### config.mk
export PLATFORM = sky130hd
export DESIGN_NAME = mss_kadane
export DESIGN_NICKNAME = d
export VERILOG_FILES = /design/src/hdl/mss_pkg.sv /design/src/hdl/mss_kadane.sv
export SDC_FILE = /design/constraint.sdc
export NUM_CORES = 2
export LEC_CHECK = 0
export BUFFER_PORTS_ARGS = -buffer_cell sky130_fd_sc_hd__buf_4
export CAP_MARGIN = 20
export CORE_ASPECT_RATIO = 1.2
export CORE_UTILIZATION = 50
export DETAILED_ROUTE_END_ITERATION = 7
export PLACE_DENSITY = 0.67
export SYNTH_ARGS = -nofsm -noshare
export SYNTH_HDL_FRONTEND = slang
export SYNTH_SLANG_ARGS = --single-unit
### constraint.sdc
create_clock -name i_clk -period 10.9 [get_ports i_clk]
set_input_delay 0 -clock i_clk [delete_from_list [all_inputs] [get_ports i_clk]]
set_output_delay 0 -clock i_clk [all_outputs]
set_load 0.03 [all_outputs]
### src/hdl/mss_pkg.sv
// Shared constants, payload types and helpers for the max-sum submatrix block.
package mss_pkg;

    // Matrix geometry
    localparam int MAX_DIM = 64;
    localparam int IDX_W   = $clog2(MAX_DIM);
    localparam int DIM_W   = IDX_W + 1;
    localparam int DEPTH   = MAX_DIM * MAX_DIM;
    localparam int ADDR_W  = $clog2(DEPTH);
    localparam int CNT_W   = ADDR_W + 1;

    // Data widths
    localparam int ELEM_W = 16;
    localparam int SUM_W  = 32;

    // Starting value of the running best
    localparam logic signed [SUM_W-1:0] BEST_INIT = -32'sd1000000000;

    // Configuration register indexes
    localparam logic REG_ROW_COUNT = 1'b0;
    localparam logic REG_COL_COUNT = 1'b1;

    // One input item
    typedef struct packed {
        logic signed [ELEM_W-1:0] element;
        logic                     last_element;
    } t_in_item;

    // One result item
    typedef struct packed {
        logic [DIM_W-1:0]        top_row;
        logic [DIM_W-1:0]        left_col;
        logic [DIM_W-1:0]        bottom_row;
        logic [DIM_W-1:0]        right_col;
        logic signed [SUM_W-1:0] best_sum;
    } t_result;

    // Per-column control word passed from the sequencer to the datapath
    typedef struct packed {
        logic             valid;
        logic             first_bottom;
        logic             first_col;
        logic [IDX_W-1:0] top;
        logic [IDX_W-1:0] bottom;
        logic [IDX_W-1:0] col;
    } t_scan_ctl;

    // Out-of-range dimensions: zero acts as one, large values saturate
    function automatic logic [DIM_W-1:0] clamp_dim(input logic [DIM_W-1:0] v);
        logic [DIM_W-1:0] r;
        if (v == '0) begin
            r = DIM_W'(1);
        end else if (v > DIM_W'(MAX_DIM)) begin
            r = DIM_W'(MAX_DIM);
        end else begin
            r = v;
        end
        return r;
    endfunction

endpackage

### src/hdl/mss_kadane.sv
// Column-sum accumulator, Kadane scan and best-rectangle tracker.
module mss_kadane (
    input  logic                               i_clk,
    input  logic                               i_rst_n,
    input  logic                               i_clear,
    input  mss_pkg::t_scan_ctl                 i_ctl,
    input  logic signed [mss_pkg::ELEM_W-1:0]  i_elem,
    output mss_pkg::t_result                   o_result
);
    import mss_pkg::*;

    logic signed [SUM_W-1:0] r_csum_mem [MAX_DIM];
    logic signed [SUM_W-1:0] r_csum_q;
    t_scan_ctl               r_c1, r_s2, r_s3;
    logic signed [SUM_W-1:0] r_s2_sum;
    logic signed [SUM_W-1:0] r_cur, n_cur;
    logic [IDX_W-1:0]        r_start, n_start;
    logic signed [SUM_W-1:0] r_best;
    logic [DIM_W-1:0]        r_top, r_left, r_bottom, r_right;
    logic signed [SUM_W-1:0] w_prev;
    logic signed [SUM_W-1:0] w_newsum;

    // Column sums: registered read, written back in the cycle after the read
    always_ff @(posedge i_clk) begin
        r_csum_q <= r_csum_mem[i_ctl.col];
        if (r_c1.valid) begin
            r_csum_mem[r_c1.col] <= w_newsum;
        end
    end

    // Stage 1: add the element to its column sum; a fresh top row starts
    // from zero, and a single-column matrix forwards the previous sum
    always_comb begin
        if (r_c1.first_bottom) begin
            w_prev = '0;
        end else if (r_s2.valid && (r_s2.col == r_c1.col)) begin
            w_prev = r_s2_sum;
        end else begin
            w_prev = r_csum_q;
        end
        w_newsum = w_prev + {{(SUM_W-ELEM_W){i_elem[ELEM_W-1]}}, i_elem};
    end

    // Stage 2: Kadane step over the columns of this row pair
    always_comb begin
        n_cur   = r_cur;
        n_start = r_start;
        if (r_s2.valid) begin
            if (r_s2.first_col || r_cur[SUM_W-1]) begin
                n_cur   = r_s2_sum;
                n_start = r_s2.col;
            end else begin
                n_cur = r_cur + r_s2_sum;
            end
        end
    end

    // Pipeline control
    always_ff @(posedge i_clk) begin
        if (!i_rst_n) begin
            r_c1 <= '0;
            r_s2 <= '0;
            r_s3 <= '0;
        end else begin
            r_c1 <= i_ctl;
            r_s2 <= r_c1;
            r_s3 <= r_s2;
        end
        r_s2_sum <= w_newsum;
        r_cur    <= n_cur;
        r_start  <= n_start;
    end

    // Stage 3: keep the first strictly better rectangle
    always_ff @(posedge i_clk) begin
        if (!i_rst_n || i_clear) begin
            r_best   <= BEST_INIT;
            r_top    <= '0;
            r_left   <= '0;
            r_bottom <= '0;
            r_right  <= '0;
        end else if (r_s3.valid && (r_cur > r_best)) begin
            r_best   <= r_cur;
            r_top    <= DIM_W'(r_s3.top) + DIM_W'(1);
            r_bottom <= DIM_W'(r_s3.bottom) + DIM_W'(1);
            r_left   <= DIM_W'(r_start) + DIM_W'(1);
            r_right  <= DIM_W'(r_s3.col) + DIM_W'(1);
        end
    end

    always_comb begin
        o_result.top_row    = r_top;
        o_result.left_col   = r_left;
        o_result.bottom_row = r_bottom;
        o_result.right_col  = r_right;
        o_result.best_sum   = r_best;
    end

endmodule

# After elaboration in Yosys (flattened, before gate mapping)
# Memories as Yosys holds them, arrays and structs flattened. A register that Yosys moved wholly into a read port is not among the register bits.
# Cells that the tools add are included.
# totals
in_bits,40
romBits,0
n_memories,1
ram_bits,2048
output_inout_bits,60
latch_bits,0
word_cells,43
regBits,190
# memory_table
name,words,word_bits,read_ports,rd_clocked_by_memory_dff,write_ports,line_no,rtl
r_csum_mem,64,32,1,1,1,mss_kadane.sv:12,logic signed [SUM_W-1:0] r_csum_mem [MAX_DIM];
# classes
mux,5
multipliers,0
shifts,0
n_lt_le_gt_ge,1
n_div,0
bitwise,0
n_reduce_logical,6
eq_ne,1
n_addsub,6
# ops
operator,n
32-bit two-way mux,3
32-bit adder,2
32-bit greater-than comparator,1
"6-bit by 1-bit adder with 7-bit output, second input constant",4
6-bit == test,1
1-bit logical AND,2
1-bit logical OR,2
1-bit two-way mux,2
2-bit AND reduction,1
1-bit logical NOT,1

# Logic depth before layout (Yosys ltp)
# depth
word_depth,5
ltp_mapped,18
ltp_nobuf,15

# Least setup slack after synthesis
# OpenSTA, ideal clock, no wires.
# synth_timing
path_kind,register to register
start,register r_s2[20] in the netlist's numbering
end,"memory r_csum_mem[0][29], data pin"
arrival_time_ns,9.394
path_slack_ns,0.206
stages_incl_launch_ff,16
required_ns,9.601
setup_time_ns,1.299
period_less_slack_ns,10.694
n_path_buf,2
path_cell_list,dfxtp_1 nand4_1 or2_2 clkbuf_1 clkbuf_1 nand2_1 a21oi_1 ha_1 or2_2 o31a_1 a41o_1 a211oi_1 o31ai_1 a21oi_2 nor3_1 a2111oi_0
# synth_via
elab_chain_cells,4
# synth_rtl
element,line_no,rtl
from (decl),mss_kadane.sv:14,"t_scan_ctl r_c1, r_s2, r_s3;"
from (signal assigned),mss_kadane.sv:66,r_s2 <= r_c1;
1-bit logical AND,mss_kadane.sv:36,end else if (r_s2.valid && (r_s2.col == r_c1.col)) begin
32-bit two-way mux,mss_kadane.sv:36,
32-bit two-way mux,mss_kadane.sv:34,if (r_c1.first_bottom) begin
32-bit adder,mss_kadane.sv:41,"w_newsum = w_prev + {{(SUM_W-ELEM_W){i_elem[ELEM_W-1]}}, i_elem};"
named net w_newsum[29],mss_kadane.sv:21,logic signed [SUM_W-1:0] w_newsum;
to (decl),mss_kadane.sv:12,
# The timed path passes the listed nets, and every way through them passes these cells.

# Worst setup path after layout
# layout_timing
start,register r_c1[0] in the netlist's numbering
end,"memory r_csum_mem[48][28], data pin"
# layout_via
elab_chain_cells,5
# layout_rtl
element,line_no,rtl
from (decl),mss_kadane.sv:14,
from (signal assigned),mss_kadane.sv:65,r_c1 <= i_ctl;
6-bit == test,mss_kadane.sv:36,
1-bit logical AND,mss_kadane.sv:36,
32-bit two-way mux,mss_kadane.sv:36,
32-bit two-way mux,mss_kadane.sv:34,
32-bit adder,mss_kadane.sv:41,
named net w_newsum[28],mss_kadane.sv:21,
# The timed path passes the listed nets, and every way through them passes these cells.

==> results_dict.tcl <==
set metrics [dict create \
    status "finished clean" \
    maxSlewHeadroom 0.272 \
    cp-end-kind "flop" \
    dpl_cell_area_um2 93700 \
    setup_viol 0 \
    rrSetupSlack_ns 4.96 \
    track_usage 0.234 \
    cap_viol_max_count 0 \
    seq_area_frac_synth 0.744 \
    clk_path_buf_depth 3 \
    clk_pin_slew_worst_paths_ns 0.07 \
    yosysMostFrequentCell "edfxtp_1" \
    start_kind "flop" \
    p_per_area_nw_per_um2 200 \
    fin_crit_ns 5.94 \
    cp_top_family "compound AO/OA/AOI/OAI gates" \
    io_buffers 99 \
    drive_above_1_share 0.277 \
    gp_congestion 0.853 \
    avgSynthCellArea_um2 21.0 \
    antenna_found_initial 10 \
    whs_path_depth 4 \
    grt_max_degree 130 \
    synth_top_area_share 0.703 \
    rsz0062_at_grt "false" \
    ys_types 63 \
    drc 0 \
    die_y_um 464 \
    hold-path-endpoint "r_s2_sum[4]" \
    r2r_end "r_csum_mem[48][28]" \
    dp_hpwl_um 114000 \
    crit_arrival_ns 6.50 \
    grt_remaining_overflow 0 \
    required_ns 11.46 \
    cp_num_buf_inv 1 \
    path_cells "xnor2_1 > nand3_1 > or2_2 > nand2_1 > a21oi_1 > ha_1 > fa_2 > a21o_1 > a221oi_1 > a211oi_1 > a211oi_1 > o21ai_1 > a31o_2 > a21oi_1 > xnor2_2 > buf_4" \
    cpMaxStageDelayCell "a211oi_1" \
    ff2ff_path_depth 16 \
    fin_nets 4653 \
    firstDrtPassIters 5 \
    crit_type "flop to flop" \
    vdd_drop_max_uv 169 \
    final-hold-violation-count 0 \
    design_area_um2 101000 \
    drt_iter0_markers 5032 \
    ys_warn_count 0 \
    synth-edff-count 2086 \
    clock_latency_ns 0.87 \
    wire_per_inst_um 29.9 \
    synth_nets 4380 \
    multi_input_area_um2 22500 \
    row_count 169 \
    p_leak_nw 32.3 \
    cts_tree "yes" \
    ys_ff_latch 2270 \
    fin_crit_sh 0.545 \
    slew_violations 0 \
    synthArstFlopShare 0 \
    cts_inserted_buffers 205 \
    seq_area_um2 66300 \
    first_global_vias 43628 \
    syn_area_um2 89100 \
    dieArea_um2 180000 \
    ant_nets 0 \
    coreArea_um2 177000 \
    yosysTopAreaCell "edfxtp_1" \
    grt_pass1_wl_um 303000 \
    tns_ns 0 \
    area_delta_synth_final_pct 13.3 \
    worstPathMaxFanout 65 \
    top_level_ports 100 \
    fillCellCount 12737 \
    hold_class "input port to flop" \
    synth_area_leaders "edfxtp_1 70%, mux4_2 17%, dfxtp_1 4.1%" \
    cts_sinks 2270 \
    ys_dominant_reg_cell "edfxtp_1" \
    via_count 43483 \
    fin_skew_ns 0.0354 \
    totalWireLength_um 209000 \
    yosys-top-cells-count "2086 x edfxtp_1, 662 x mux4_2, 184 x dfxtp_1, 170 x nor2_1, 136 x nand2_1" \
    r2r_start "r_c1[0]" \
    netlist_instances 4240 \
    cts_root_buf "clkbuf_16" \
    die_w_um 387 \
    h-tree-depth 4 \
    min_from "i_elem[4]" \
    start_util 0.504 \
    worst_slew_pin_slew_ns 1.09 \
    max_stage_delay_ns 0.71 \
    vias_per_cell 6.21 \
    max_freq_mhz 168 \
]
## power breakdown
part | total (mW) | internal (mW) | switching (mW)
logic | 2.43 | 0.746 | 1.68
clock network | 7.10 | 3.91 | 3.19
registers | 10.7 | 10.6 | 0.122
## sequential cells by signal, summed over array words and instances, names as in the netlist, 7 cells and up
name and flops:
r_csum_q 32, r_s3 19, r_s2 20, r_s2_sum 32, r_right 7, r_left 7
r_bottom 7, r_c1 21, r_cur 32, r_csum_mem 2048, r_top 7, r_best 32
## routing by layer
| metal | GRT usage | routed length (um) | part of all wire | vias to the layer above |
|---|---|---|---|---|
| li1 | - | - | - | 18109 |
| met1 | 0.324 | 84300 | 0.40 | 23339 |
| met2 | 0.388 | 105000 | 0.50 | 1749 |
| met3 | 0.0387 | 15000 | 0.072 | 286 |
| met4 | 0.0624 | 4880 | 0.023 | 0 |
| met5 | 0 | 0 | 0 | - |
## through the flow
step                setup WS (ns)  utilization  hold slack [ns]  instances  power (mW)
floorplan                   0.206            -            0.127       4240        12.4
global placement             5.06        0.530            0.209       6555        13.2
detailed placement           4.97        0.530            0.211       6556        13.3
CTS                          4.90        0.571          0.00255       6995        20.3
global route                 4.55        0.571           0.0610       6996        20.9
finish                       4.96        0.571           0.0518       6999        20.2
## cell usage in the layout (no fill, tap or decap), drive strengths merged, types with 44 or more instances in the layout
| cell type | netlist | layout |
|---|---|---|
| clkbuf | 135 | 257 |
| edfxtp | 2086 | 2086 |
| nor2 | 170 | 170 |
| nand2 | 136 | 136 |
| dlygate4sd3 | 0 | 58 |
| clkinv | 0 | 94 |
| inv | 51 | 60 |
| dfxtp | 184 | 184 |
| mux4 | 662 | 662 |
| a211oi | 44 | 44 |
| and2 | 66 | 66 |
| buf | 81 | 223 |
| o21ai | 58 | 58 |
| a21oi | 105 | 105 |
| ha | 98 | 98 |
## logic make-up after synthesis
family / Yosys count / share of synthesized area
mux: 702 / 0.172
buf+inv: 267 / 0.0128
simple gates: 506 / 0.0265
compound gates: 325 / 0.0235
fa+ha+maj: 100 / 0.0142
xor+xnor: 70 / 0.00688
flops: 2270 / 0.744
## worst register-to-register path: stages, from the launching register on
cell and delay (ns):
dfxtp_1 0.58, xnor2_1 0.17, nand3_1 0.16, or2_2 0.61, nand2_1 0.19, a21oi_1 0.08, ha_1 0.24, fa_2 0.43
a21o_1 0.22, a221oi_1 0.56, a211oi_1 0.21, a211oi_1 0.71, o21ai_1 0.28, a31o_2 0.29, a21oi_1 0.22, xnor2_2 0.14
buf_4 0.50
## how the worst max path moves through the flow
stage / start / endpoint / slack, ns / cells past startpoint
6_report: r_c1[0] / r_csum_mem[48][28] / 4.96 / 16
5_1_grt: r_c1[1] / r_csum_mem[49][28] / 4.55 / 16
4_1_cts: r_c1[0] / r_csum_mem[38][28] / 4.90 / 16
3_5_place_dp: r_c1[0] / r_csum_mem[37][28] / 4.97 / 16
3_3_place_gp: r_c1[1] / r_csum_mem[38][28] / 5.06 / 16
2_1_floorplan: r_s2[20] / r_csum_mem[0][29] / 0.21 / 15
## final cells by class
type | instances | share of cell area
multi-input combinational | 1703 | 0.223
inverter | 51 | 0.00190
antenna | 4 | 0.0000992
sequential | 2270 | 0.657
timing repair buffer | 282 | 0.0234
tap | 2308 | 0.0286
clock inverter | 125 | 0.0115
clock buffer | 256 | 0.0542
## timing repair
item                                   4_1_cts  5_1_grt
buffers inserted                             0        0
endpoints found under the hold margin      177        0
resized for setup                            0        0
hold buffers                                58        0
(Power assumes the default switching activity.)
