## src/hdl/mss_pkg.sv

```systemverilog
// Shared constants, payload types and helpers for the max-sum submatrix block.
package mss_pkg;

    // Matrix geometry
    localparam int MAX_DIM = 64;
    localparam int IDX_W   = $clog2(MAX_DIM);
    localparam int DIM_W   = IDX_W + 1;
    localparam int DEPTH   = MAX_DIM * MAX_DIM;
    localparam int ADDR_W  = $clog2(DEPTH);
    localparam int CNT_W   = ADDR_W + 1;

    // Data widths
    localparam int ELEM_W = 16;
    localparam int SUM_W  = 32;

    // Starting value of the running best
    localparam logic signed [SUM_W-1:0] BEST_INIT = -32'sd1000000000;

    // Configuration register indexes
    localparam logic REG_ROW_COUNT = 1'b0;
    localparam logic REG_COL_COUNT = 1'b1;

    // One input item
    typedef struct packed {
        logic signed [ELEM_W-1:0] element;
        logic                     last_element;
    } t_in_item;

    // One result item
    typedef struct packed {
        logic [DIM_W-1:0]        top_row;
        logic [DIM_W-1:0]        left_col;
        logic [DIM_W-1:0]        bottom_row;
        logic [DIM_W-1:0]        right_col;
        logic signed [SUM_W-1:0] best_sum;
    } t_result;

    // Per-column control word passed from the sequencer to the datapath
    typedef struct packed {
        logic             valid;
        logic             first_bottom;
        logic             first_col;
        logic [IDX_W-1:0] top;
        logic [IDX_W-1:0] bottom;
        logic [IDX_W-1:0] col;
    } t_scan_ctl;

    // Out-of-range dimensions: zero acts as one, large values saturate
    function automatic logic [DIM_W-1:0] clamp_dim(input logic [DIM_W-1:0] v);
        logic [DIM_W-1:0] r;
        if (v == '0) begin
            r = DIM_W'(1);
        end else if (v > DIM_W'(MAX_DIM)) begin
            r = DIM_W'(MAX_DIM);
        end else begin
            r = v;
        end
        return r;
    endfunction

endpackage

```

## src/hdl/mss_seq.sv

```systemverilog
// Search sequencer: walks top row, bottom row and column, one column per cycle.
module mss_seq (
    input  logic                        i_clk,
    input  logic                        i_rst_n,
    input  logic                        i_launch,
    input  logic [mss_pkg::DIM_W-1:0]   i_rows,
    input  logic [mss_pkg::DIM_W-1:0]   i_cols,
    output mss_pkg::t_scan_ctl          o_ctl,
    output logic [mss_pkg::ADDR_W-1:0]  o_addr,
    output logic                        o_done,
    output logic                        o_busy
);
    import mss_pkg::*;

    typedef enum logic [3:0] {
        S_IDLE  = 4'b0001,
        S_SCAN  = 4'b0010,
        S_DRAIN = 4'b0100,
        S_DONE  = 4'b1000
    } t_state;

    t_state             r_state, n_state;
    logic [IDX_W-1:0]   r_top, n_top;
    logic [IDX_W-1:0]   r_bottom, n_bottom;
    logic [IDX_W-1:0]   r_col, n_col;
    logic [ADDR_W-1:0]  r_addr, n_addr;
    logic [ADDR_W-1:0]  r_top_base, n_top_base;
    logic [IDX_W-1:0]   r_last_row, n_last_row;
    logic [IDX_W-1:0]   r_last_col, n_last_col;
    logic [DIM_W-1:0]   r_cols, n_cols;
    logic [1:0]         r_drain, n_drain;
    logic [ADDR_W-1:0]  w_next_base;

    // Base address of the next top row
    assign w_next_base = r_top_base + ADDR_W'(r_cols);

    // Next-state and counter logic
    always_comb begin
        n_state    = r_state;
        n_top      = r_top;
        n_bottom   = r_bottom;
        n_col      = r_col;
        n_addr     = r_addr;
        n_top_base = r_top_base;
        n_last_row = r_last_row;
        n_last_col = r_last_col;
        n_cols     = r_cols;
        n_drain    = r_drain;
        unique case (r_state)
            S_IDLE: begin
                if (i_launch) begin
                    n_state    = S_SCAN;
                    n_top      = '0;
                    n_bottom   = '0;
                    n_col      = '0;
                    n_addr     = '0;
                    n_top_base = '0;
                    n_last_row = IDX_W'(i_rows - DIM_W'(1));
                    n_last_col = IDX_W'(i_cols - DIM_W'(1));
                    n_cols     = i_cols;
                end
            end
            S_SCAN: begin
                if (r_col != r_last_col) begin
                    n_col  = r_col + IDX_W'(1);
                    n_addr = r_addr + ADDR_W'(1);
                end else begin
                    n_col = '0;
                    if (r_bottom != r_last_row) begin
                        n_bottom = r_bottom + IDX_W'(1);
                        n_addr   = r_addr + ADDR_W'(1);
                    end else if (r_top != r_last_row) begin
                        n_top      = r_top + IDX_W'(1);
                        n_bottom   = r_top + IDX_W'(1);
                        n_top_base = w_next_base;
                        n_addr     = w_next_base;
                    end else begin
                        n_state = S_DRAIN;
                        n_drain = '0;
                    end
                end
            end
            S_DRAIN: begin
                // wait for the datapath pipeline to empty
                if (r_drain == 2'd2) begin
                    n_state = S_DONE;
                end else begin
                    n_drain = r_drain + 2'd1;
                end
            end
            S_DONE: begin
                n_state = S_IDLE;
            end
            default: begin
                n_state = S_IDLE;
            end
        endcase
    end

    always_ff @(posedge i_clk) begin
        if (!i_rst_n) begin
            r_state <= S_IDLE;
        end else begin
            r_state <= n_state;
        end
        r_top      <= n_top;
        r_bottom   <= n_bottom;
        r_col      <= n_col;
        r_addr     <= n_addr;
        r_top_base <= n_top_base;
        r_last_row <= n_last_row;
        r_last_col <= n_last_col;
        r_cols     <= n_cols;
        r_drain    <= n_drain;
    end

    // Control word for the column issued this cycle
    always_comb begin
        o_ctl.valid        = (r_state == S_SCAN);
        o_ctl.first_bottom = (r_bottom == r_top);
        o_ctl.first_col    = (r_col == '0);
        o_ctl.top          = r_top;
        o_ctl.bottom       = r_bottom;
        o_ctl.col          = r_col;
    end

    assign o_addr = r_addr;
    assign o_done = (r_state == S_DONE);
    assign o_busy = (r_state != S_IDLE);

endmodule

```

## config.mk

```make
export PLATFORM = sky130hd
export DESIGN_NAME = mss_seq
export DESIGN_NICKNAME = d
export VERILOG_FILES = /design/src/hdl/mss_pkg.sv /design/src/hdl/mss_seq.sv
export SDC_FILE = /design/constraint.sdc
export NUM_CORES = 1
export LEC_CHECK = 0
export ABC_AREA = 1
export BUFFER_PORTS_ARGS = -buffer_cell sky130_fd_sc_hd__buf_2
export CORE_MARGIN = 2
export CORE_UTILIZATION = 50
export DETAILED_ROUTE_END_ITERATION = 8
export PLACE_DENSITY = 0.78
export SLEW_MARGIN = 20
export SYNTH_ARGS = -nofsm -noshare
export SYNTH_HDL_FRONTEND = slang
export SYNTH_SLANG_ARGS = --single-unit
```

## constraint.sdc

```tcl
create_clock -name i_clk -period 3.9 [get_ports i_clk]
set_input_delay 0.585 -clock i_clk [delete_from_list [all_inputs] [get_ports i_clk]]
set_output_delay 0.585 -clock i_clk [all_outputs]
set_load 0.02 [all_outputs]
```

# After elaboration in Yosys (flattened, before gate mapping)
# Index checks and enable logic that the tools add are counted.
word_totals:
  regBits: 67
  out_inout_bits: 35
classes:
  n_addsub: 8
  n_eq_ne: 19
  n_mux: 29
  n_reduce_logical: 10
op_table:
  columns: ["op", "count"]
  rows:
  - ["two-way mux 12 bit", 6]
  - ["one-hot mux 12 bit (2 select lines)", 2]
  - ["two-way mux 6 bit", 7]
  - ["one-hot mux 6 bit (2 select lines)", 3]
  - ["two-way mux 4 bit", 5]
  - ["adder 6 x 1 -> 6 bit, second input constant", 3]
  - ["inequality test 6 bit", 3]
  - ["AND reduction 5 bit", 3]
  - ["adder 12 x 1 -> 12 bit, second input constant", 1]
  - ["adder 12 x 7 -> 12 bit", 1]
  - ["inequality test 2 bit, second input constant", 6]
  - ["one-hot mux 4 bit (3 select lines)", 1]
  - ["subtractor 6 x 1 -> 6 bit, second input constant", 2]
  - ["two-way mux 2 bit", 4]
  - ["inequality test 4 x 1 -> 1 bit, second input constant", 2]
  - ["== test 6 bit", 1]
  - ["zero test 6 bit", 1]
  - ["== test 4 x 1 -> 1 bit, second input constant", 1]
  - ["== test 4 x 2 -> 1 bit, second input constant", 1]
  - ["== test 4 x 3 -> 1 bit, second input constant", 1]
  - ["== test 4 bit, second input constant", 1]
  - ["one-hot mux 2 bit (2 select lines)", 1]
  - ["AND reduction 2 bit", 2]
  - ["AND reduction 4 bit", 1]
  - ["other kinds (6)", 7]

# Depth between registers and ports, before layout
# Gate-level depths: netlist (run 1).
logic_depth:
  ltp_word: 5
  mapped_depth: 12
  depth_no_buf: 12

# Least setup slack after synthesis (run 1)
# Ideal clock, no wire load.
synth_timing:
  path_type: "register to register"
  start: "reg r_state[2]"
  end: "reg r_top[0] (enable)"
  setup_time_ns: 0.416
  arrival_time_ns: 2.568
  t_required_ns: 3.484
  setup_slack_ns: 0.916
  path_stages_with_launch: 6
  path_buffers: 0
  synth_period_minus_slack_ns: 2.984
  cell_sequence: "dfxtp_1 nor2_1 nand2_1 o21ai_1 inv_1 nor3_1"
synth_between:
  elab_chain_cells: 3
synth_lines:
  columns: ["item", "line", "text"]
  rows:
  - ["from (decl)", "mss_seq.sv:22", "t_state r_state, n_state;"]
  - ["from (signal assigned)", "mss_seq.sv:104", "r_state <= n_state;"]
  - ["== test 4 x 2 -> 1 bit / == test 4 x 1 -> 1 bit (equally long branches)", "mss_seq.sv:49", "unique case (r_state)"]
  - ["inequality test 2 x 1 -> 1 bit (no line) (tied with other cells)", null, null]
  - ["AND reduction 5 bit (no line) *", null, null]
  - ["to (signal assigned)", "mss_seq.sv:106", "r_top <= n_top;"]
  - ["to (decl)", "mss_seq.sv:23", "logic [IDX_W-1:0] r_top, n_top;"]
# Mark *: on every way between the ends. The rest lies on a longest branch, timed or not.
# A chain may end at the register's enable or synchronous reset.

# Worst setup path in the final report (run 1)
layout_timing:
  start: "reg r_state[2]"
  end: "reg r_bottom[5] (enable)"
layout_between:
  elab_chain_cells: 3
layout_lines:
  columns: ["item", "line", "text"]
  rows:
  - ["== test 4 x 2 -> 1 bit / == test 4 x 1 -> 1 bit (equally long branches)", "mss_seq.sv:49", null]
  - ["inequality test 3 x 1 -> 1 bit (no line) (tied with other cells)", null, null]
  - ["AND reduction 4 bit (no line) *", null, null]
  - ["to (signal assigned)", "mss_seq.sv:107", "r_bottom <= n_bottom;"]
  - ["to (decl)", "mss_seq.sv:24", "logic [IDX_W-1:0] r_bottom, n_bottom;"]
# Marked as above.

==> results.json, run 1 <==
{
  "run_status": "completed",
  "yosysMostFrequentCell": "nand2_1",
  "layout_setup_ws_ps": 1440,
  "leakage_nw": 2.19,
  "cp_data_arrival_time_ps": 2440,
  "finish.utilization_pct": 58.9,
  "skew_ps": 10.8,
  "dp.final_hpwl_um": 6190,
  "grt_use_met3_pct": 3.93,
  "hold_violations": 0,
  "tightest_slew_ps": 830,
  "critPathCaptureType": "flop",
  "synth_edf_count": 63,
  "finalCritPeriodShare_pct": 63.0,
  "grt_use_met1_pct": 25.7,
  "p_per_area_mw_per_mm2": 402,
  "critPathMaxStageDelay_ps": 600,
  "post_cts.repair.setup_buffers": 0,
  "rows": 32,
  "fmax_ghz": 0.407,
  "cts_tree": "yes",
  "numCtsBuffers": 9,
  "syn_area_per_cell_um2": 8.57,
  "ys_top_cells_by_area": "edfxtp_1 (47%), nand2_1 (10%), inv_1 (6.8%)",
  "start_util_pct": 51.9,
  "wl_um": 8160,
  "num_antenna_cells": 0,
  "min_period_ps": 2460,
  "io_pins": 52,
  "ir_worst_vdd_v": 0.000227,
  "coreArea_mm2": 0.00781,
  "synthesis.area_mm2": 0.00406,
  "grt_max_degree": 20,
  "crit_fanout": 16,
  "ys.flop_type": "edfxtp_1",
  "slew_headroom_pct": 44.3,
  "htreeDepth": 3,
  "drc": 0,
  "ys_types": 34,
  "root_buffer": "clkbuf_8",
  "ys_async_sr_fraction_pct": 0,
  "place_congestion": 0.869,
  "timing.final.max_slew_violations": 0,
  "die_w_um": 94.1,
  "finalSetupViolCount": 0,
  "seq_area_frac_synth_pct": 48.6,
  "synth_nets": 506,
  "rsz0062_at_grt": "false",
  "drive_above_1_share_pct": 17.4,
  "postRouteAntennaNets": 0,
  "grt_pass1_wl_um": 14200,
  "die_y_um": 94.1,
  "max_cap_viol_count": 0,
  "first_iter_violations": 132,
  "clock-sinks": 67,
  "setup_tns_ps": 0,
  "overflow": 0,
  "grt_usage_pct": 20.7,
  "antenna_found_initial": 0,
  "syn_inst": 473,
  "finalNetCount": 564,
  "dieArea_mm2": 0.00885,
  "portBuffers": 50,
  "yosysWarnings": 0,
  "synth_top_cell_by_area": "edfxtp_1",
  "ys_seq_elements": 67,
  "clk_latency_ps": 350,
  "area_delta_synth_final_pct": 13.4,
  "ctsHoldBuffers": 0,
  "path_clk_slew_ps": 70,
  "grt_pass1_vias": 3222,
  "cpMaxStageDelayCell": "o21ai_1",
  "dr.pass1.iters": 4,
  "crit_chain": "nor2_1 -> nand3_2 -> o21ai_1 -> nand2_1 -> a21oi_1",
  "yosysTopAreaCellShare_pct": 46.7,
  "power_w": 0.00185,
  "cts.repair.resized": 0,
  "wl_per_cell_um": 12.8,
  "ctsLongestPathBuffers": 2,
  "busiest_layer": "met2",
  "yosys-top-cells-count": "nand2_1 (110), inv_1 (73), edfxtp_1 (63)",
  "pre_cts_slack_ps": 1410,
  "viasPerCell": 5.04,
  "vias": 3218,
  "use_met2_pct": 34.8,
  "holdWs_ps": 418,
  "critPathLaunchType": "flop",
  "worstHoldPathType": "in -> reg",
  "path_class": "reg -> reg",
  "cp.required_ps": 3880
}
[critical path, delay by kind of cell (launching register included)]
family / cells / cell delay, ps
compound gates: 2 / 1150
flops: 1 / 330
simple gates: 3 / 610
[cell usage in the layout (no fill, tap or decap), drive strengths merged, types with 2 or more instances in the layout]
cell / instances
nor3b: 2
o21ai: 12
ha: 15
dfxtp: 4
buf: 52
inv: 81
nor2: 65
xor2: 24
nand3b: 5
xnor2: 8
nand3: 31
clkbuf: 14
edfxtp: 63
nand2: 117
a21oi: 22
or2: 2
nor4: 2
nor3: 8
nand4: 3
[layout make-up]
cell class	instances	area, um2
flip-flops and latches	67	1970
clock buffers	14	163
clock inverters	2	12.5
well taps	102	128
repair buffers	52	265
fillers	687	3210
inverters	81	304
multi-input cells	320	1750
[power breakdown]
group / leakage (nW) / switching (W) / internal, W
registers: 0.643 / 0.0000652 / 0.000871
clock network: 0.0867 / 0.000257 / 0.000265
logic: 1.46 / 0.000255 / 0.000136
total: 2.19 / 0.000578 / 0.00127
[cell families after synthesis]
group	count (synthesis)	synth area share (%)
compound gates	37	5.00
buf+inv	86	8.27
simple gates	235	26.1
flops	67	48.6
xor+xnor	32	6.91
fa+ha+maj	16	5.12
[metrics by stage]
stage,instances,cell area (um2)
6_report,638,4600
5_1_grt,638,4600
4_1_cts,638,4600
3_5_place_dp,622,4420
3_3_place_gp,622,4420
2_1_floorplan,473,4060
[path summary, 6_finish.rpt]
| check | startpoint | endpoint | slack (ps) | cells past startpoint |
|---|---|---|---|---|
| worst min register to register | r_state[2] | r_state[2] | 550 | 2 |
| worst min-delay path | i_cols[6] | r_cols[6] | 420 | 1 |
| worst max-delay path | r_state[2] | r_bottom[5] | 1440 | 5 |
| worst max register to register | r_state[2] | r_bottom[5] | 1440 | 5 |
[registers in the layout, summed over array words and instances, names as in the netlist]
name	count
o_addr	12
r_bottom	6
r_col	6
r_cols	7
r_drain	2
r_last_col	6
r_last_row	6
r_state	4
r_top	6
r_top_base	12
[per-layer routing]
layer  up-vias  part of all wire [%]
li1       1639                     -
met4         0                   2.2
met2        74                    50
met5         -                     0
met1      1490                    43
met3        15                   4.3
Note: power is estimated with default switching activity, not from simulation.
==> inputs of run 2 (changes only) <==
clock period = 2.29 ns   (was 3.9 ns; I/O delays follow)
==> run 2 against run 1 <==
  * Clock power is 130% higher
  * Clock skew is 1.7 ps higher
  * First-iteration DRC count is 36% higher
  * Non-clock buffer count is 8 higher
  * Core utilization is 1.8 points higher
  * Largest power group unchanged
  * Highest routed layer unchanged
==> results.json, run 2 (same netlist as run 1, synthesis figures left out) <==
{
  "htreeDepth": 3,
  "cp.depth": 5,
  "p_per_area_mw_per_mm2": 735,
  "viasPerCell": 5.04,
  "holdWs_ps": 188,
  "dr.pass1.iters": 5,
  "cp_top_family": "flip-flops",
  "tightest_slew_ps": 487,
  "post_cts.repair.setup_buffers": 0,
  "finalSetupViolCount": 0,
  "grt_max_degree": 20,
  "run_status": "completed",
  "rows": 32,
  "place_congestion": 0.866,
  "root_buffer": "clkbuf_8",
  "hold_path_depth": 1,
  "numCtsBuffers": 9,
  "drc": 0,
  "critPathCaptureType": "primary output",
  "num_antenna_cells": 0,
  "vias": 3258,
  "nFillCells": 663,
  "min_period_ps": 2040,
  "cpMaxStageDelayCell": "edfxtp_1",
  "wl_um": 8460,
  "cts_tree": "yes",
  "mostFrequentLayoutCells": "nand2_1 (110), inv_1 (73), edfxtp_1 (63)",
  "grt_pass1_vias": 3177,
  "setup_tns_ps": 0,
  "coreArea_mm2": 0.00781,
  "critPathMaxStageDelay_ps": 430,
  "clock-sinks": 67,
  "crit_buf_inv": 2,
  "max_cap_viol_count": 0,
  "ir_worst_vdd_v": 0.000394,
  "cp_data_arrival_time_ps": 1700,
  "worstHoldPathType": "in -> reg",
  "path_class": "reg -> out",
  "timing.final.max_slew_violations": 0,
  "hold_violations": 0,
  "portBuffers": 50,
  "skew_ps": 12.5,
  "leakage_nw": 2.27,
  "drive_above_1_share_pct": 18.9,
  "dp.final_hpwl_um": 6330,
  "postRouteAntennaNets": 0,
  "fmax_ghz": 0.490,
  "critPathLaunchType": "flop",
  "grt_pass1_wl_um": 14400,
  "io_pins": 52,
  "crit_chain": "buf_4 -> xnor2_1 -> o221ai_1 -> nor4_1 -> buf_2",
  "finalNetCount": 572,
  "ctsLongestPathBuffers": 2,
  "crit_fanout": 5,
  "grt_usage_pct": 21.2,
  "start_util_pct": 51.9,
  "mostFrequentLayoutCell": "nand2_1",
  "die_y_um": 94.1,
  "overflow": 0,
  "area_delta_synth_final_pct": 16.9,
  "cp.required_ps": 1950,
  "dieArea_mm2": 0.00885,
  "finalCritPeriodShare_pct": 89.0,
  "die_w_um": 94.1,
  "rsz0062_at_grt": "false",
  "antenna_found_initial": 0,
  "first_iter_violations": 179,
  "slew_headroom_pct": 67.5,
  "wl_per_cell_um": 13.1,
  "clk_latency_ps": 350,
  "path_clk_slew_ps": 80,
  "ctsHoldBuffers": 0,
  "r2r_cells": 9,
  "cts.repair.resized": 0
}
==> run 2: worst register-to-register path, cell delays in order, from the launching register on <==
cell	delay, ps
edfxtp_1	470
inv_1	190
nand2_1	80
nand2_1	60
a21oi_1	50
nand3_1	110
nor2_1	70
nand2_1	140
nand2_1	100
inv_1	380
==> run 2: through the flow <==
stage,power (W),utilization (%),worst slack [ps],std cells,cell area (um2)
global placement,0.00229,57.6,335,630,4500
finish,0.00349,60.7,251,646,4740
floorplan,0.00209,-,35.9,473,4070
global route,0.00366,60.7,52.7,646,4740
CTS,0.00350,60.7,238,646,4740
detailed placement,0.00231,57.6,287,630,4500
==> run 2: final timing paths <==
check / end / slack (ps) / start
worst max register to register: o_addr[4] / 280 / r_top[4]
worst min register to register: r_drain[0] / 560 / r_drain[0]
worst max-delay path: o_ctl[19] / 250 / r_top[2]
worst min-delay path: r_cols[6] / 190 / i_cols[6]
==> run 2: where the power goes <==
part           leakage, nW  switching (W)  total, W  internal, W
logic                 1.51       0.000451  0.000702     0.000251
registers            0.643       0.000108   0.00159      0.00148
clock network        0.121       0.000473   0.00119     0.000721
==> run 2: per-layer routing <==
| layer | GRT usage (%) | wire [um] | share of wire [%] | vias to the layer above |
|---|---|---|---|---|
| li1 | - | - | - | 1661 |
| met3 | 4.98 | 385 | 4.6 | 12 |
| met2 | 36.0 | 4190 | 49 | 82 |
| met1 | 26.2 | 3760 | 44 | 1503 |
| met4 | 8.45 | 128 | 1.5 | 0 |
| met5 | 0 | 0 | 0 | - |
==> run 2: final cells by class <==
type	count	area [um2]	share of cell area, %
Sequential cell	67	1970	41.6
Multi-Input combinational cell	320	1760	37.1
Timing Repair Buffer	60	338	7.13
Inverter	81	304	6.41
Tap cell	102	128	2.69
Clock buffer	9	124	2.61
Clock inverter	7	116	2.45
==> inputs of run 3 (changes only) <==
ABC_AREA = default   (was 1)
PLACE_DENSITY = 0.79   (was 0.78)
REMOVE_ABC_BUFFERS = 1   (was default)
==> run 3 against run 2 <==
  * Sequential power about the same
  * Worst hold slack got worse by 10 ps
  * Critical path depth increased by 2
  * Sequential share of layout area increased by 2.8 points
  * Cell area decreased by 6.3%
  * Worst setup slack got worse by 160 ps
  * Synthesized cell count decreased by 29%
  * Fmax decreased by 7.1%
  * Sequential cell count unchanged
  * Via count decreased by 17%
  * Count of clock-buffer cells in the layout increased by 2
  * Critical endpoint is now o_addr[6]
==> results.json, run 3 <==
{
  "use_met2_pct": 31.4,
  "start_util_pct": 51.9,
  "worstHoldPathType": "in -> reg",
  "synthesis.area_mm2": 0.00378,
  "rsz0062_at_grt": "false",
  "viasPerCell": 5.39,
  "cp_top_family": "compound AO/OA/AOI/OAI gates",
  "grt_max_degree": 24,
  "drc": 0,
  "synth_edf_count": 63,
  "wl_per_cell_um": 15.4,
  "yosysTopAreaCellShare_pct": 50.0,
  "grt_usage_pct": 19.0,
  "ys_async_sr_fraction_pct": 0,
  "path_clk_slew_ps": 80,
  "dpl.cell_count": 486,
  "first_iter_violations": 190,
  "crit_chain": "ha_2 -> fa_2 -> a21o_1 -> a31o_2 -> a21oi_2 -> xor2_1 -> a21oi_1",
  "run_status": "completed",
  "instances_no_fill": 502,
  "leakage_nw": 1.79,
  "finish.utilization_pct": 60.9,
  "grt_use_met1_pct": 24.0,
  "ys.flop_type": "edfxtp_1",
  "holdWs_ps": 177,
  "critPathCaptureType": "flop",
  "postRouteAntennaNets": 0,
  "crit_buf_inv": 0,
  "dp.final_hpwl_um": 5730,
  "critPathMaxStageDelay_ps": 400,
  "yosysWarnings": 0,
  "ctsHoldBuffers": 0,
  "root_buffer": "clkbuf_8",
  "place_congestion": 0.866,
  "min_period_ps": 2200,
  "finalCritPeriodShare_pct": 95.9,
  "die_w_um": 91.0,
  "cts.repair.resized": 0,
  "drive_above_1_share_pct": 23.1,
  "cpMaxStageDelayCell": "fa_2",
  "grt_pass1_wl_um": 12200,
  "seq_area_frac_synth_pct": 52.1,
  "p_per_area_mw_per_mm2": 774,
  "antenna_found_initial": 0,
  "fmax_ghz": 0.456,
  "cp_data_arrival_time_ps": 2280,
  "die_y_um": 91.0,
  "ys_types": 48,
  "mostFrequentLayoutCells": "edfxtp_1 (63), buf_2 (50), nor2_1 (39)",
  "syn_inst": 334,
  "dr.pass1.iters": 4,
  "nFillCells": 630,
  "overflow": 0,
  "max_cap_viol_count": 0,
  "cts_tree": "yes",
  "dieArea_mm2": 0.00828,
  "coreArea_mm2": 0.00729,
  "ir_worst_vdd_v": 0.000351,
  "crit_fanout": 3,
  "timing.final.max_slew_violations": 0,
  "numCtsBuffers": 9,
  "busiest_layer": "met2",
  "mostFrequentLayoutCell": "edfxtp_1",
  "ctsLongestPathBuffers": 2,
  "ys_seq_elements": 67,
  "clock-sinks": 67,
  "multi_input_area_mm2": 0.00169,
  "area_delta_synth_final_pct": 17.4,
  "clk_latency_ps": 350,
  "htreeDepth": 3,
  "synth_top_cell_by_area": "edfxtp_1",
  "io_pins": 52,
  "finalNetCount": 431,
  "postPlaceCellArea_mm2": 0.00419,
  "path_class": "reg -> reg",
  "num_antenna_cells": 0,
  "skew_ps": 12.6,
  "wl_um": 7730,
  "yosysMostFrequentCell": "edfxtp_1",
  "seq_area_mm2": 0.00197,
  "post_cts.repair.setup_buffers": 0,
  "portBuffers": 50,
  "syn_area_per_cell_um2": 11.3,
  "tightest_slew_ps": 499,
  "vias": 2707,
  "cp.required_ps": 2380,
  "hold_violations": 0,
  "rows": 31,
  "power_w": 0.00344,
  "yosys-top-cells-count": "edfxtp_1 (63), nor2_1 (39), xnor2_1 (34)",
  "design_area_mm2": 0.00444,
  "ys_top_cells_by_area": "edfxtp_1 (50%), xnor2_1 (7.9%), xor2_1 (5.8%)",
  "slew_headroom_pct": 66.4,
  "grt_use_met3_pct": 5.23,
  "critPathLaunchType": "flop",
  "finalSetupViolCount": 0,
  "grt_pass1_vias": 2567
}
-- run 3: stage by stage --
step | setup slack [ps] | setup TNS [ps]
4_1_cts | 6.63 | 0
3_3_place_gp | 86.3 | 0
3_5_place_dp | 34.4 | 0
5_1_grt | 2.02 | 0
2_1_floorplan | -1270 | -24800
6_report | 95.0 | 0
-- run 3: area by class of cell --
cell class                 count  area share, %
clock buffer                  11           3.18
timing repair buffer          64           8.00
tap                           99           2.79
multi-input combinational    239           37.9
clock inverter                 5           2.28
inverter                      17           1.44
sequential                    67           44.4
-- run 3: cells by family (layout without fill, tap and decap cells) --
| family | count (synthesis) | count (layout) | share of synthesized area [%] |
|---|---|---|---|
| flops | 67 | 67 | 52.1 |
| buf+inv | 28 | 97 | 3.87 |
| xor+xnor | 60 | 60 | 14.1 |
| mux | 4 | 4 | 1.32 |
| compound gates | 51 | 51 | 8.69 |
| fa+ha+maj | 16 | 16 | 5.49 |
| simple gates | 108 | 108 | 14.4 |
-- run 3: worst paths after layout --
| check | start | to | slack [ps] | cells past startpoint |
|---|---|---|---|---|
| worst max-delay path | r_top_base[0] | o_addr[6] | 90 | 7 |
| worst min-delay path | i_cols[6] | r_cols[6] | 180 | 1 |
| worst max register to register | r_top_base[0] | o_addr[6] | 90 | 7 |
| worst min register to register | r_drain[0] | r_drain[0] | 560 | 1 |
-- run 3: report_power, final --
part	internal, W	total [W]	switching, W	leakage (nW)
combinational	0.000269	0.000661	0.000392	1.03
clock	0.000750	0.00119	0.000441	0.117
sequential	0.00148	0.00159	0.000110	0.648
total	0.00249	0.00344	0.000943	1.79
-- run 3: metal layers --
metal	up-vias	part of all wire [%]
met5	-	0
met3	8	5.3
li1	1323	-
met1	1294	45
met4	0	0.96
met2	82	49
